`src/rtl/iac_pkg.sv`:
```
package iac_pkg;

  localparam int SLOT_COUNT = 256;
  localparam int SLOT_W     = $clog2(SLOT_COUNT);

  // Q2.14 unity
  localparam int ONE_Q = 16384;

  localparam int MAG_W  = 17;          // axis magnitude, a little headroom above one
  localparam int OPD_W  = 18;          // multiplier operand width
  localparam int MUL_W  = 2 * OPD_W;   // multiplier product width
  localparam int LEN2_W = 35;          // sum of two squared magnitudes
  localparam int ROOT_W = 18;          // rounded square root of LEN2_W bits
  localparam int DEN_W  = 32;          // divisor width
  localparam int DVD_W  = 48;          // dividend width
  localparam int QUO_W  = 17;          // quotient width

  localparam logic [2:0] KIND_BUTTON  = 3'd0;
  localparam logic [2:0] KIND_BAXIS1D = 3'd1;
  localparam logic [2:0] KIND_BAXIS2D = 3'd2;
  localparam logic [2:0] KIND_ANA1D   = 3'd3;
  localparam logic [2:0] KIND_ANA2D   = 3'd4;

endpackage

```
`src/rtl/iac_flag_mem.sv`:
```
module iac_flag_mem (
  input  logic                      clk_i,
  input  logic                      rst_ni,
  input  logic                      rd_en_i,
  input  logic [iac_pkg::SLOT_W-1:0] rd_addr_i,
  output logic                      rd_data_o,
  input  logic                      wr_en_i,
  input  logic [iac_pkg::SLOT_W-1:0] wr_addr_i,
  input  logic                      wr_data_i
);
  import iac_pkg::*;

  logic                  mem [SLOT_COUNT];
  logic [SLOT_COUNT-1:0] vld_q;
  logic                  mem_rd_q;
  logic                  vld_rd_q;

  // Entries never written since reset read as not pressed.
  always_ff @(posedge clk_i or negedge rst_ni) begin
    if (!rst_ni) begin
      vld_q <= '0;
    end else if (wr_en_i) begin
      vld_q[wr_addr_i] <= 1'b1;
    end
  end

  always_ff @(posedge clk_i) begin
    if (wr_en_i) begin
      mem[wr_addr_i] <= wr_data_i;
    end
    if (rd_en_i) begin
      mem_rd_q <= mem[rd_addr_i];
      vld_rd_q <= vld_q[rd_addr_i];
    end
  end

  assign rd_data_o = mem_rd_q & vld_rd_q;

endmodule

```
`src/rtl/iac_sqrt.sv`:
```
module iac_sqrt (
  input  logic                       clk_i,
  input  logic                       rst_ni,
  input  logic                       start_i,
  input  logic [iac_pkg::LEN2_W-1:0] rad_i,
  output logic                       done_o,
  output logic [iac_pkg::ROOT_W-1:0] root_o
);
  import iac_pkg::*;

  localparam int RW = LEN2_W + 1;
  localparam int TOP_BIT = ((LEN2_W - 1) / 2) * 2;

  logic          busy_q, busy_d;
  logic          rnd_q, rnd_d;
  logic          done_q, done_d;
  logic [RW-1:0] rem_q, rem_d;
  logic [RW-1:0] r_q, r_d;
  logic [RW-1:0] bit_q, bit_d;
  logic [ROOT_W-1:0] root_q, root_d;
  logic [RW-1:0] trial;

  assign trial = r_q + bit_q;

  always_comb begin
    busy_d = busy_q;
    rnd_d  = 1'b0;
    done_d = 1'b0;
    rem_d  = rem_q;
    r_d    = r_q;
    bit_d  = bit_q;
    root_d = root_q;
    if (start_i) begin
      busy_d = 1'b1;
      rem_d  = RW'(rad_i);
      r_d    = '0;
      bit_d  = RW'(1) << TOP_BIT;
    end else if (busy_q) begin
      if (rem_q >= trial) begin
        rem_d = rem_q - trial;
        r_d   = (r_q >> 1) + bit_q;
      end else begin
        r_d   = r_q >> 1;
      end
      bit_d = bit_q >> 2;
      if (bit_q[0]) begin
        busy_d = 1'b0;
        rnd_d  = 1'b1;
      end
    end else if (rnd_q) begin
      // Round to nearest: the remainder exceeds r exactly when s > r*r + r.
      root_d = ROOT_W'(r_q) + ROOT_W'(rem_q > r_q);
      done_d = 1'b1;
    end
  end

  always_ff @(posedge clk_i or negedge rst_ni) begin
    if (!rst_ni) begin
      busy_q <= 1'b0;
      rnd_q  <= 1'b0;
      done_q <= 1'b0;
    end else begin
      busy_q <= busy_d;
      rnd_q  <= rnd_d;
      done_q <= done_d;
    end
  end

  always_ff @(posedge clk_i) begin
    rem_q  <= rem_d;
    r_q    <= r_d;
    bit_q  <= bit_d;
    root_q <= root_d;
  end

  assign done_o = done_q;
  assign root_o = root_q;

endmodule

```
`src/rtl/iac_div.sv`:
```
module iac_div (
  input  logic                      clk_i,
  input  logic                      rst_ni,
  input  logic                      start_i,
  input  logic [iac_pkg::DVD_W-1:0] dvd_i,
  input  logic [iac_pkg::DEN_W-1:0] den_i,
  output logic                      done_o,
  output logic [iac_pkg::QUO_W-1:0] quo_o
);
  import iac_pkg::*;

  localparam int SW = DVD_W + 1;
  localparam int CW = $clog2(QUO_W + 1);

  logic              busy_q, busy_d;
  logic              done_q, done_d;
  logic [CW-1:0]     cnt_q, cnt_d;
  logic [DVD_W-1:0]  rem_q, rem_d;
  logic [SW-1:0]     dsh_q, dsh_d;
  logic [QUO_W-1:0]  quo_q, quo_d;
  logic              ge;

  assign ge = {1'b0, rem_q} >= dsh_q;

  always_comb begin
    busy_d = busy_q;
    done_d = 1'b0;
    cnt_d  = cnt_q;
    rem_d  = rem_q;
    dsh_d  = dsh_q;
    quo_d  = quo_q;
    if (start_i) begin
      busy_d = 1'b1;
      cnt_d  = '0;
      rem_d  = dvd_i;
      dsh_d  = SW'(den_i) << (QUO_W - 1);
      quo_d  = '0;
    end else if (busy_q) begin
      if (ge) begin
        rem_d = rem_q - DVD_W'(dsh_q);
      end
      quo_d = {quo_q[QUO_W-2:0], ge};
      dsh_d = dsh_q >> 1;
      cnt_d = cnt_q + CW'(1);
      if (cnt_q == CW'(QUO_W - 1)) begin
        busy_d = 1'b0;
        done_d = 1'b1;
      end
    end
  end

  always_ff @(posedge clk_i or negedge rst_ni) begin
    if (!rst_ni) begin
      busy_q <= 1'b0;
      done_q <= 1'b0;
      cnt_q  <= '0;
    end else begin
      busy_q <= busy_d;
      done_q <= done_d;
      cnt_q  <= cnt_d;
    end
  end

  always_ff @(posedge clk_i) begin
    rem_q <= rem_d;
    dsh_q <= dsh_d;
    quo_q <= quo_d;
  end

  assign done_o = done_q;
  assign quo_o  = quo_q;

endmodule

```
`src/rtl/input_action_conditioner.sv`:
```
// The result of an item is registered soonest for button kinds inside the unit circle and
// latest for an analog stick outside the deadzone that is then normalised, set by the
// bit-serial square root and the bit-serial divider (one bit per cycle).
// Throughput: one item at a time; a result that is still stalled in the output register
// holds the next item in its final state.
// Reset (asynchronous, active low) clears the control state and marks every slot as not pressed.
module input_action_conditioner (
  input  logic                       clk_i,
  input  logic                       rst_ni,
  input  logic                       in_valid_i,
  output logic                       in_stall_o,
  input  logic [7:0]                 slot_i,
  input  logic [2:0]                 kind_i,
  input  logic                       level_a_i,
  input  logic                       level_b_i,
  input  logic                       level_c_i,
  input  logic                       level_d_i,
  input  logic                       pad_connected_i,
  input  logic signed [15:0]         stick_x_i,
  input  logic signed [15:0]         stick_y_i,
  input  logic [13:0]                dead_zone_i,
  output logic                       out_valid_o,
  input  logic                       out_stall_i,
  output logic signed [15:0]         value_x_o,
  output logic signed [15:0]         value_y_o,
  output logic                       active_o,
  output logic                       press_edge_o,
  output logic                       release_edge_o
);
  import iac_pkg::*;

  // Sequencer states.
  localparam logic [3:0] ST_IDLE = 4'd0;
  localparam logic [3:0] ST_SQX  = 4'd1;
  localparam logic [3:0] ST_SQY  = 4'd2;
  localparam logic [3:0] ST_DZ   = 4'd3;
  localparam logic [3:0] ST_ROOT = 4'd4;
  localparam logic [3:0] ST_DEN  = 4'd5;
  localparam logic [3:0] ST_NUMX = 4'd6;
  localparam logic [3:0] ST_DIVX = 4'd7;
  localparam logic [3:0] ST_NUMY = 4'd8;
  localparam logic [3:0] ST_DIVY = 4'd9;
  localparam logic [3:0] ST_NCHK = 4'd10;
  localparam logic [3:0] ST_OUT  = 4'd11;

  localparam logic [LEN2_W-1:0] ONE_SQ = LEN2_W'(ONE_Q) * LEN2_W'(ONE_Q);
  localparam logic [MAG_W-1:0]  ONE_M  = MAG_W'(ONE_Q);

  logic [3:0]          state_q, state_d;
  logic                ana_q, ana_d;     // analog rescale still pending
  logic                norm_q, norm_d;   // working on the final normalisation
  logic                old_q, old_d;     // pressed bit of the slot before this item
  logic [SLOT_W-1:0]   slot_q, slot_d;
  logic [13:0]         dz_q, dz_d;
  logic                sgn_x_q, sgn_x_d, sgn_y_q, sgn_y_d;
  logic [MAG_W-1:0]    mx_q, mx_d, my_q, my_d;
  logic [LEN2_W-1:0]   len2_q, len2_d;
  logic [ROOT_W-1:0]   len_q, len_d;
  logic [DEN_W-1:0]    den_q, den_d;
  logic [14:0]         mdz_q, mdz_d;

  logic                out_valid_q, out_valid_d;
  logic signed [15:0]  vx_q, vx_d, vy_q, vy_d;
  logic                act_q, act_d, pe_q, pe_d, re_q, re_d;

  logic [OPD_W-1:0]    mul_a, mul_b;
  logic [MUL_W-1:0]    prod;

  logic                accept;
  logic                flag_rd;
  logic                flag_we;
  logic                flag_rdata;
  logic                sq_start, dv_start, sq_done, dv_done;
  logic [LEN2_W-1:0]   sq_rad;
  logic [ROOT_W-1:0]   sq_root;
  logic [DVD_W-1:0]    dv_dvd;
  logic [DEN_W-1:0]    dv_den;
  logic [QUO_W-1:0]    dv_quo;

  logic [MAG_W-1:0]    ax_mag, ay_mag;
  logic                ax_sgn, ay_sgn;
  logic [ROOT_W-1:0]   m_len;
  logic [MAG_W-1:0]    cx, cy;
  logic                act_now;

  // Clamp a stick axis to plus or minus one and split it into sign and magnitude.
  function automatic logic [MAG_W:0] clamp_axis(input logic signed [15:0] v);
    logic signed [MAG_W-1:0] e;
    logic [MAG_W-1:0]        m;
    e = MAG_W'(v);
    if (e < 0) begin
      m = MAG_W'(-e);
    end else begin
      m = MAG_W'(e);
    end
    if (m > ONE_M) begin
      m = ONE_M;
    end
    return {v[15], m};
  endfunction

  assign accept     = in_valid_i && (state_q == ST_IDLE);
  assign in_stall_o = (state_q != ST_IDLE);

  assign {ax_sgn, ax_mag} = clamp_axis(stick_x_i);
  assign {ay_sgn, ay_mag} = clamp_axis(stick_y_i);

  // The one shared multiplier.
  always_comb begin
    mul_a = '0;
    mul_b = '0;
    unique case (state_q)
      ST_SQX: begin
        mul_a = OPD_W'(mx_q);
        mul_b = OPD_W'(mx_q);
      end
      ST_SQY: begin
        mul_a = OPD_W'(my_q);
        mul_b = OPD_W'(my_q);
      end
      ST_DZ: begin
        mul_a = OPD_W'(dz_q);
        mul_b = OPD_W'(dz_q);
      end
      ST_DEN: begin
        mul_a = len_q;
        mul_b = OPD_W'(ONE_Q) - OPD_W'(dz_q);
      end
      ST_NUMX: begin
        mul_a = OPD_W'(mx_q);
        mul_b = OPD_W'(mdz_q);
      end
      ST_NUMY: begin
        mul_a = OPD_W'(my_q);
        mul_b = OPD_W'(mdz_q);
      end
      default: begin
        mul_a = '0;
        mul_b = '0;
      end
    endcase
  end

  assign prod = mul_a * mul_b;

  // Shortened length used by the deadzone rescale.
  assign m_len = (len_q < ROOT_W'(ONE_Q)) ? len_q : ROOT_W'(ONE_Q);

  // Output clamp to plus or minus one.
  assign cx      = (mx_q > ONE_M) ? ONE_M : mx_q;
  assign cy      = (my_q > ONE_M) ? ONE_M : my_q;
  assign act_now = (cx != '0) || (cy != '0);

  always_comb begin
    state_d  = state_q;
    ana_d    = ana_q;
    norm_d   = norm_q;
    old_d    = old_q;
    slot_d   = slot_q;
    dz_d     = dz_q;
    sgn_x_d  = sgn_x_q;
    sgn_y_d  = sgn_y_q;
    mx_d     = mx_q;
    my_d     = my_q;
    len2_d   = len2_q;
    len_d    = len_q;
    den_d    = den_q;
    mdz_d    = mdz_q;
    sq_start = 1'b0;
    sq_rad   = len2_q;
    dv_start = 1'b0;
    dv_dvd   = '0;
    dv_den   = den_q;
    flag_rd  = 1'b0;
    flag_we  = 1'b0;

    out_valid_d = out_valid_q && out_stall_i;
    vx_d  = vx_q;
    vy_d  = vy_q;
    act_d = act_q;
    pe_d  = pe_q;
    re_d  = re_q;

    unique case (state_q)
      ST_IDLE: begin
        if (accept) begin
          flag_rd = 1'b1;
          slot_d  = SLOT_W'(slot_i);
          dz_d    = dead_zone_i;
          norm_d  = 1'b0;
          ana_d   = 1'b0;
          sgn_x_d = 1'b0;
          sgn_y_d = 1'b0;
          mx_d    = '0;
          my_d    = '0;
          case (kind_i) inside
            KIND_BUTTON: begin
              mx_d = level_a_i ? ONE_M : '0;
            end
            KIND_BAXIS1D, KIND_BAXIS2D: begin
              mx_d    = (level_a_i ^ level_b_i) ? ONE_M : '0;
              sgn_x_d = level_a_i & ~level_b_i;
              if (kind_i == KIND_BAXIS2D) begin
                my_d    = (level_c_i ^ level_d_i) ? ONE_M : '0;
                sgn_y_d = level_c_i & ~level_d_i;
              end
            end
            KIND_ANA1D, KIND_ANA2D: begin
              if (pad_connected_i) begin
                ana_d   = 1'b1;
                mx_d    = ax_mag;
                sgn_x_d = ax_sgn;
                if (kind_i == KIND_ANA2D) begin
                  my_d    = ay_mag;
                  sgn_y_d = ay_sgn;
                end
              end
            end
            default: begin
              // Undefined kinds give the zero vector.
              mx_d = '0;
            end
          endcase
          state_d = ST_SQX;
        end
      end
      ST_SQX: begin
        if (!norm_q && !ana_q) begin
          old_d = flag_rdata;
        end
        if (ana_q) begin
          old_d = flag_rdata;
        end
        len2_d  = LEN2_W'(prod);
        state_d = ST_SQY;
      end
      ST_SQY: begin
        len2_d  = len2_q + LEN2_W'(prod);
        state_d = ana_q ? ST_DZ : ST_NCHK;
      end
      ST_DZ: begin
        if (len2_q <= LEN2_W'(prod)) begin
          mx_d    = '0;
          my_d    = '0;
          state_d = ST_OUT;
        end else begin
          sq_start = 1'b1;
          state_d  = ST_ROOT;
        end
      end
      ST_ROOT: begin
        if (sq_done) begin
          len_d = sq_root;
          if (norm_q) begin
            den_d   = DEN_W'(sq_root);
            state_d = ST_NUMX;
          end else begin
            state_d = ST_DEN;
          end
        end
      end
      ST_DEN: begin
        den_d   = DEN_W'(prod);
        mdz_d   = (m_len > ROOT_W'(dz_q)) ? 15'(m_len - ROOT_W'(dz_q)) : '0;
        state_d = ST_NUMX;
      end
      ST_NUMX, ST_NUMY: begin
        dv_start = 1'b1;
        if (norm_q) begin
          dv_dvd = (DVD_W'((state_q == ST_NUMX) ? mx_q : my_q) << 14)
                   + DVD_W'(den_q >> 1);
        end else begin
          dv_dvd = (DVD_W'(prod) << 14) + DVD_W'(den_q >> 1);
        end
        state_d = (state_q == ST_NUMX) ? ST_DIVX : ST_DIVY;
      end
      ST_DIVX: begin
        if (dv_done) begin
          mx_d    = MAG_W'(dv_quo);
          state_d = ST_NUMY;
        end
      end
      ST_DIVY: begin
        if (dv_done) begin
          my_d = MAG_W'(dv_quo);
          if (norm_q) begin
            state_d = ST_OUT;
          end else begin
            // Rescaled vector goes round once more for the length check.
            ana_d   = 1'b0;
            state_d = ST_SQX;
          end
        end
      end
      ST_NCHK: begin
        if (len2_q > ONE_SQ) begin
          norm_d   = 1'b1;
          sq_start = 1'b1;
          state_d  = ST_ROOT;
        end else begin
          state_d = ST_OUT;
        end
      end
      ST_OUT: begin
        if (!out_valid_q || !out_stall_i) begin
          flag_we     = 1'b1;
          out_valid_d = 1'b1;
          vx_d  = sgn_x_q ? -16'(cx) : 16'(cx);
          vy_d  = sgn_y_q ? -16'(cy) : 16'(cy);
          act_d = act_now;
          pe_d  = act_now && !old_q;
          re_d  = old_q && !act_now;
          state_d = ST_IDLE;
        end
      end
      default: begin
        state_d = ST_IDLE;
      end
    endcase
  end

  iac_flag_mem u_flag_mem (
    .clk_i     (clk_i),
    .rst_ni    (rst_ni),
    .rd_en_i   (flag_rd),
    .rd_addr_i (SLOT_W'(slot_i)),
    .rd_data_o (flag_rdata),
    .wr_en_i   (flag_we),
    .wr_addr_i (slot_q),
    .wr_data_i (act_now)
  );

  iac_sqrt u_sqrt (
    .clk_i   (clk_i),
    .rst_ni  (rst_ni),
    .start_i (sq_start),
    .rad_i   (sq_rad),
    .done_o  (sq_done),
    .root_o  (sq_root)
  );

  iac_div u_div (
    .clk_i   (clk_i),
    .rst_ni  (rst_ni),
    .start_i (dv_start),
    .dvd_i   (dv_dvd),
    .den_i   (dv_den),
    .done_o  (dv_done),
    .quo_o   (dv_quo)
  );

  always_ff @(posedge clk_i or negedge rst_ni) begin
    if (!rst_ni) begin
      state_q     <= ST_IDLE;
      out_valid_q <= 1'b0;
      ana_q       <= 1'b0;
      norm_q      <= 1'b0;
    end else begin
      state_q     <= state_d;
      out_valid_q <= out_valid_d;
      ana_q       <= ana_d;
      norm_q      <= norm_d;
    end
  end

  always_ff @(posedge clk_i) begin
    old_q   <= old_d;
    slot_q  <= slot_d;
    dz_q    <= dz_d;
    sgn_x_q <= sgn_x_d;
    sgn_y_q <= sgn_y_d;
    mx_q    <= mx_d;
    my_q    <= my_d;
    len2_q  <= len2_d;
    len_q   <= len_d;
    den_q   <= den_d;
    mdz_q   <= mdz_d;
    vx_q    <= vx_d;
    vy_q    <= vy_d;
    act_q   <= act_d;
    pe_q    <= pe_d;
    re_q    <= re_d;
  end

  assign out_valid_o    = out_valid_q;
  assign value_x_o      = vx_q;
  assign value_y_o      = vy_q;
  assign active_o       = act_q;
  assign press_edge_o   = pe_q;
  assign release_edge_o = re_q;

  // The conditioned vector never leaves the unit range.
  assert property (@(posedge clk_i) disable iff (!rst_ni)
    out_valid_o |-> (value_x_o <= 16'sd16384 && value_x_o >= -16'sd16384 &&
                     value_y_o <= 16'sd16384 && value_y_o >= -16'sd16384))
    else $error("conditioned value out of range");

  // Active must follow the delivered vector.
  assert property (@(posedge clk_i) disable iff (!rst_ni)
    out_valid_o |-> (active_o == ((value_x_o != '0) || (value_y_o != '0))))
    else $error("active flag disagrees with value");

  // A press edge needs an active result, a release edge an idle one.
  assert property (@(posedge clk_i) disable iff (!rst_ni)
    out_valid_o |-> ((!press_edge_o || active_o) && (!release_edge_o || !active_o)))
    else $error("edge flag inconsistent with active");

  // A result is registered only on the way back to idle.
  assert property (@(posedge clk_i) disable iff (!rst_ni)
    $rose(out_valid_o) |-> (state_q == ST_IDLE))
    else $error("result loaded outside the final state");

endmodule

```
`config.mk`:
```
export PLATFORM = sky130hd
export DESIGN_NAME = input_action_conditioner
export DESIGN_NICKNAME = d
export VERILOG_FILES = /design/src/rtl/iac_pkg.sv /design/src/rtl/iac_flag_mem.sv /design/src/rtl/iac_sqrt.sv /design/src/rtl/iac_div.sv /design/src/rtl/input_action_conditioner.sv
export SDC_FILE = /design/constraint.sdc
export NUM_CORES = 2
export LEC_CHECK = 0
export ABC_AREA = 1
export BUFFER_PORTS_ARGS = -buffer_cell sky130_fd_sc_hd__buf_2
export CAP_MARGIN = 15
export CELL_PAD_IN_SITES_DETAIL_PLACEMENT = 1
export CELL_PAD_IN_SITES_GLOBAL_PLACEMENT = 2
export CORE_MARGIN = 1.5
export CORE_UTILIZATION = 35
export CTS_CLUSTER_SIZE = 25
export DETAILED_ROUTE_END_ITERATION = 8
export GPL_TIMING_DRIVEN = 0
export PLACE_DENSITY_LB_ADDON = 0.25
export SLEW_MARGIN = 10
export SYNTH_ARGS = -nofsm -noshare
export SYNTH_HDL_FRONTEND = slang
export SYNTH_HIERARCHICAL = 1
export SYNTH_SLANG_ARGS = --single-unit
```
`constraint.sdc`:
```
create_clock -name clk_i -period 23.8 [get_ports clk_i]
set_input_delay 1.19 -clock clk_i [delete_from_list [all_inputs] [get_ports clk_i]]
set_output_delay 1.19 -clock clk_i [all_outputs]
set_load 0.01 [all_outputs]
```
==> flow_summary.ini <==
[run_status]
run_status = finished, final reports clean

[routing]
drc_errors = 0
first_pass_iters = 5
drtIter0Drc = 4650
routed_via_count_divided_by_cell_count = 5.26
antenna_violating_nets_post_route = 0
route.vias.total = 65100
final_wirelength_um = 306000
post_drt_wl_per_cell_um = 24.7

[placement]
gp_congestion = 0.973
post-dp-hpwl_um = 245000
dpl.cell_count = 12200
placement.io_buffers = 101

[timing]
fmax_mhz = 74.8
final_min_period_over_clock_period_pct = 56.2
setup_tns_ps = 0
hold_viol = 0
layout_min_cycle_time_ps = 13380
timing.final.max_slew_violations = 0
relSlewSlack_pct = 7.83
setup_repair_after_global_routing_missed_its_margin = false
finalClockSkew_ps = 106
timing.hold.ws_ps = 249
transition_time_at_the_pin_with_the_least_slew_margin_ps = 1380
setup_viol = 0

[synthesis]
post-synth-top-area-cell = sky130_fd_sc_hd__edfxtp_1
yosys.area_share.xor_xnor_pct = 2.21
synthMuxAreaShare_pct = 0
synth_flop_cell = sky130_fd_sc_hd__edfxtp_1
synth_async_sr_flop_share_pct = 28.9
ys.warnings.count = 6
synth.top_cell.area_share_pct = 24.6
synth_compound_gate_area_share_pct = 6.83
dominant_combinational_cell_family_by_area_after_synthesis = simple AND/OR/NAND/NOR gates
synth.distinct_cells = 77
synthesized_instance_count = 9367
synth.cell_area_um2 = 71300
yosysSeqAreaShare_pct = 36.7
ys_seq_elements = 946
avgSynthCellArea_um2 = 7.61
synth_simple_gate_area_share_pct = 30.7
synth-adder-area-share_pct = 14.0
number_of_enable_flip_flop_cells_after_synthesis = 585
synth_top_cells_by_area = sky130_fd_sc_hd__edfxtp_1, sky130_fd_sc_hd__nand2_1, sky130_fd_sc_hd__dfrtp_1

[min_path]
timing.hold.worst.class = input port to asynchronous set/reset pin

[clock_tree]
cts_setup_buffers = 0
clock_pin_slew_on_the_worst_setup_and_hold_paths_ps = 60
postCtsResizedCells = 0
cts_tree = yes
ctsHoldBuffers = 0
clock-sinks = 946
cts_htree_levels = 3
clock_latency_ps = 810
ctsLongestPathBuffers = 3
cts.root.buffer_cell = sky130_fd_sc_hd__clkbuf_16
numCtsBuffers = 113

[die]
placementRows = 165
die-area_um2 = 206000
core_area_um2 = 202000
fp.dieH_um = 454
num_io_pins = 103
die_width_um = 454
initial_utilization_pct = 35.2

[critical_path]
critPathBufInv = 16
cp_data_arrival_time_ps = 13840
critical_path_class = register to register
cp_slowest_stage_delay_ps = 980
critPathMaxFanout = 20
cp-start-kind = register
critical_path_required_ps = 24270
cp_top_family = simple AND/OR/NAND/NOR gates
endpoint_kind = register
slowest_stage = sky130_fd_sc_hd__nor4_1
cpMostUsedCell = sky130_fd_sc_hd__inv_1

[global_routing]
grt.overflow.total = 0
global_route_wire_length_before_repair_um = 450000
grt_start_max_net_pins = 92
first_global_vias = 68900
gr-usage-all-layers_pct = 29.4
number_of_antenna_violations_at_the_first_check_in_global_routing = 5

[finish]
layout.nets = 10300
area_growth_syn_to_layout_pct = 11.6
fin_cells = 12400
layout_cell_share_with_drive_strength_beyond_1_pct = 10.5

[run]
cap_violations = 0
[layer usage]
metal | up-vias | global-route usage, % | share of wire (%)
met2 | 1633 | 51.2 | 49
met1 | 32600 | 37.1 | 42
li1 | 30400 | - | -
met4 | 3 | 12.2 | 4.5
met5 | - | 0 | 0.017
met3 | 517 | 3.02 | 4.3
[registers in the layout, indices dropped and copies added (netlist names), 15 cells and up]
signal and count:
value_y_o 16, mdz_q 15, den_q 32, u_flag_mem/vld_q 256
mx_q 17, u_sqrt/root_o 18, value_x_o 16, u_div/dsh_q 48
len2_q 35, u_flag_mem/mem 256, u_sqrt/rem_q 36, u_div/rem_q 48
len_q 18, u_div/quo_o 17, my_q 17, u_sqrt/bit_q 18
u_sqrt/r_q 36
[worst register-to-register path, delay by kind of cell (launching register included)]
family / cells / cell delay (ps)
and+or+nand+nor: 18 / 4690
adders and majority gates: 8 / 4100
DFF: 1 / 400
buffers and inverters: 16 / 3860
[cell type report]
cell class / instances / area, um^2
well taps: 2672 / 3340
repair buffers: 123 / 957
plain buffers: 289 / 1510
inverters: 1415 / 5320
flip-flops and latches: 946 / 26200
fillers: 25000 / 123000
clock buffers: 158 / 3170
clock inverters: 56 / 682
multi-input cells: 6718 / 38400
diodes: 4 / 10.0
[placed cells by master, fill, tap and decap left out, drive strengths merged, types with 5 or more instances in the layout]
| cell | count |
|---|---|
| nand2 | 2593 |
| inv | 1413 |
| nor2 | 1048 |
| nand3 | 879 |
| edfxtp | 585 |
| ha | 405 |
| o21ai | 347 |
| a21oi | 322 |
| buf | 319 |
| or2 | 283 |
| dfrtp | 273 |
| clkbuf | 251 |
| fa | 246 |
| xor2 | 118 |
| dfxtp | 88 |
| nand4 | 88 |
| nor3 | 72 |
| o22ai | 66 |
| xnor2 | 62 |
| clkinv | 48 |
| nor4 | 26 |
| o21bai | 21 |
| nand3b | 20 |
| a31oi | 19 |
| a221oi | 15 |
| o211ai | 13 |
| a21boi | 11 |
| o21a | 9 |
| a21o | 9 |
| bufinv | 8 |
| o31ai | 6 |
| a211oi | 6 |
| and2 | 6 |
| o41ai | 5 |
[cell families (layout without fill, tap and decap cells)]
group           count (synthesis)  count (layout)
simple gates                 5020            5020
compound gates                865             865
other cells                     1               6
fa+ha+maj                     651             651
xor+xnor                      180             180
buf+inv                      1704            2041
flops                         946             946
[through the flow]
stage | setup slack [ps] | utilization (%) | instance area [um^2]
finish | 10420 | 39.3 | 79500
global route | 9920 | 39.3 | 79500
CTS | 10420 | 39.3 | 79500
detailed placement | 10500 | 37.4 | 75600
global placement | 9570 | 37.1 | 75200
floorplan | 14510 | - | 71300
[path summary, 6_finish.rpt]
kind,startpoint,to,cells after the start,slack (ps)
min in group clk_i,u_sqrt/root_o[1],len_q[1],0,450
setup reg to reg,state_q[2],u_sqrt/rem_q[16],42,10420
setup / recovery,state_q[2],u_sqrt/rem_q[16],42,10420
hold / removal,rst_ni,u_flag_mem/vld_q[94],1,250
hold reg to reg,u_sqrt/root_o[1],len_q[1],0,450
max in group asynchronous,rst_ni,u_flag_mem/vld_q[208],3,22280
[synthesized netlist by cell type (52+ instances only)]
cell,n
sky130_fd_sc_hd__dfrtp_1,273
sky130_fd_sc_hd__edfxtp_1,585
sky130_fd_sc_hd__nand2_2,52
sky130_fd_sc_hd__nor2_1,972
sky130_fd_sc_hd__inv_2,55
sky130_fd_sc_hd__o21ai_0,318
sky130_fd_sc_hd__nor2_2,55
sky130_fd_sc_hd__ha_1,405
sky130_fd_sc_hd__dfxtp_1,88
sky130_fd_sc_hd__o22ai_1,65
sky130_fd_sc_hd__inv_1,1349
sky130_fd_sc_hd__xor2_1,118
sky130_fd_sc_hd__buf_2,133
sky130_fd_sc_hd__fa_1,246
sky130_fd_sc_hd__nand3_1,858
sky130_fd_sc_hd__nor3_1,64
sky130_fd_sc_hd__xnor2_1,62
sky130_fd_sc_hd__a21oi_1,318
sky130_fd_sc_hd__or2_2,278
sky130_fd_sc_hd__nand2_1,2533
sky130_fd_sc_hd__clkbuf_1,91
sky130_fd_sc_hd__nand4_1,87
Power is left out: the tool's default activity adds up to more than one toggle a clock period on the data nets, which glitch-free logic cannot reach.
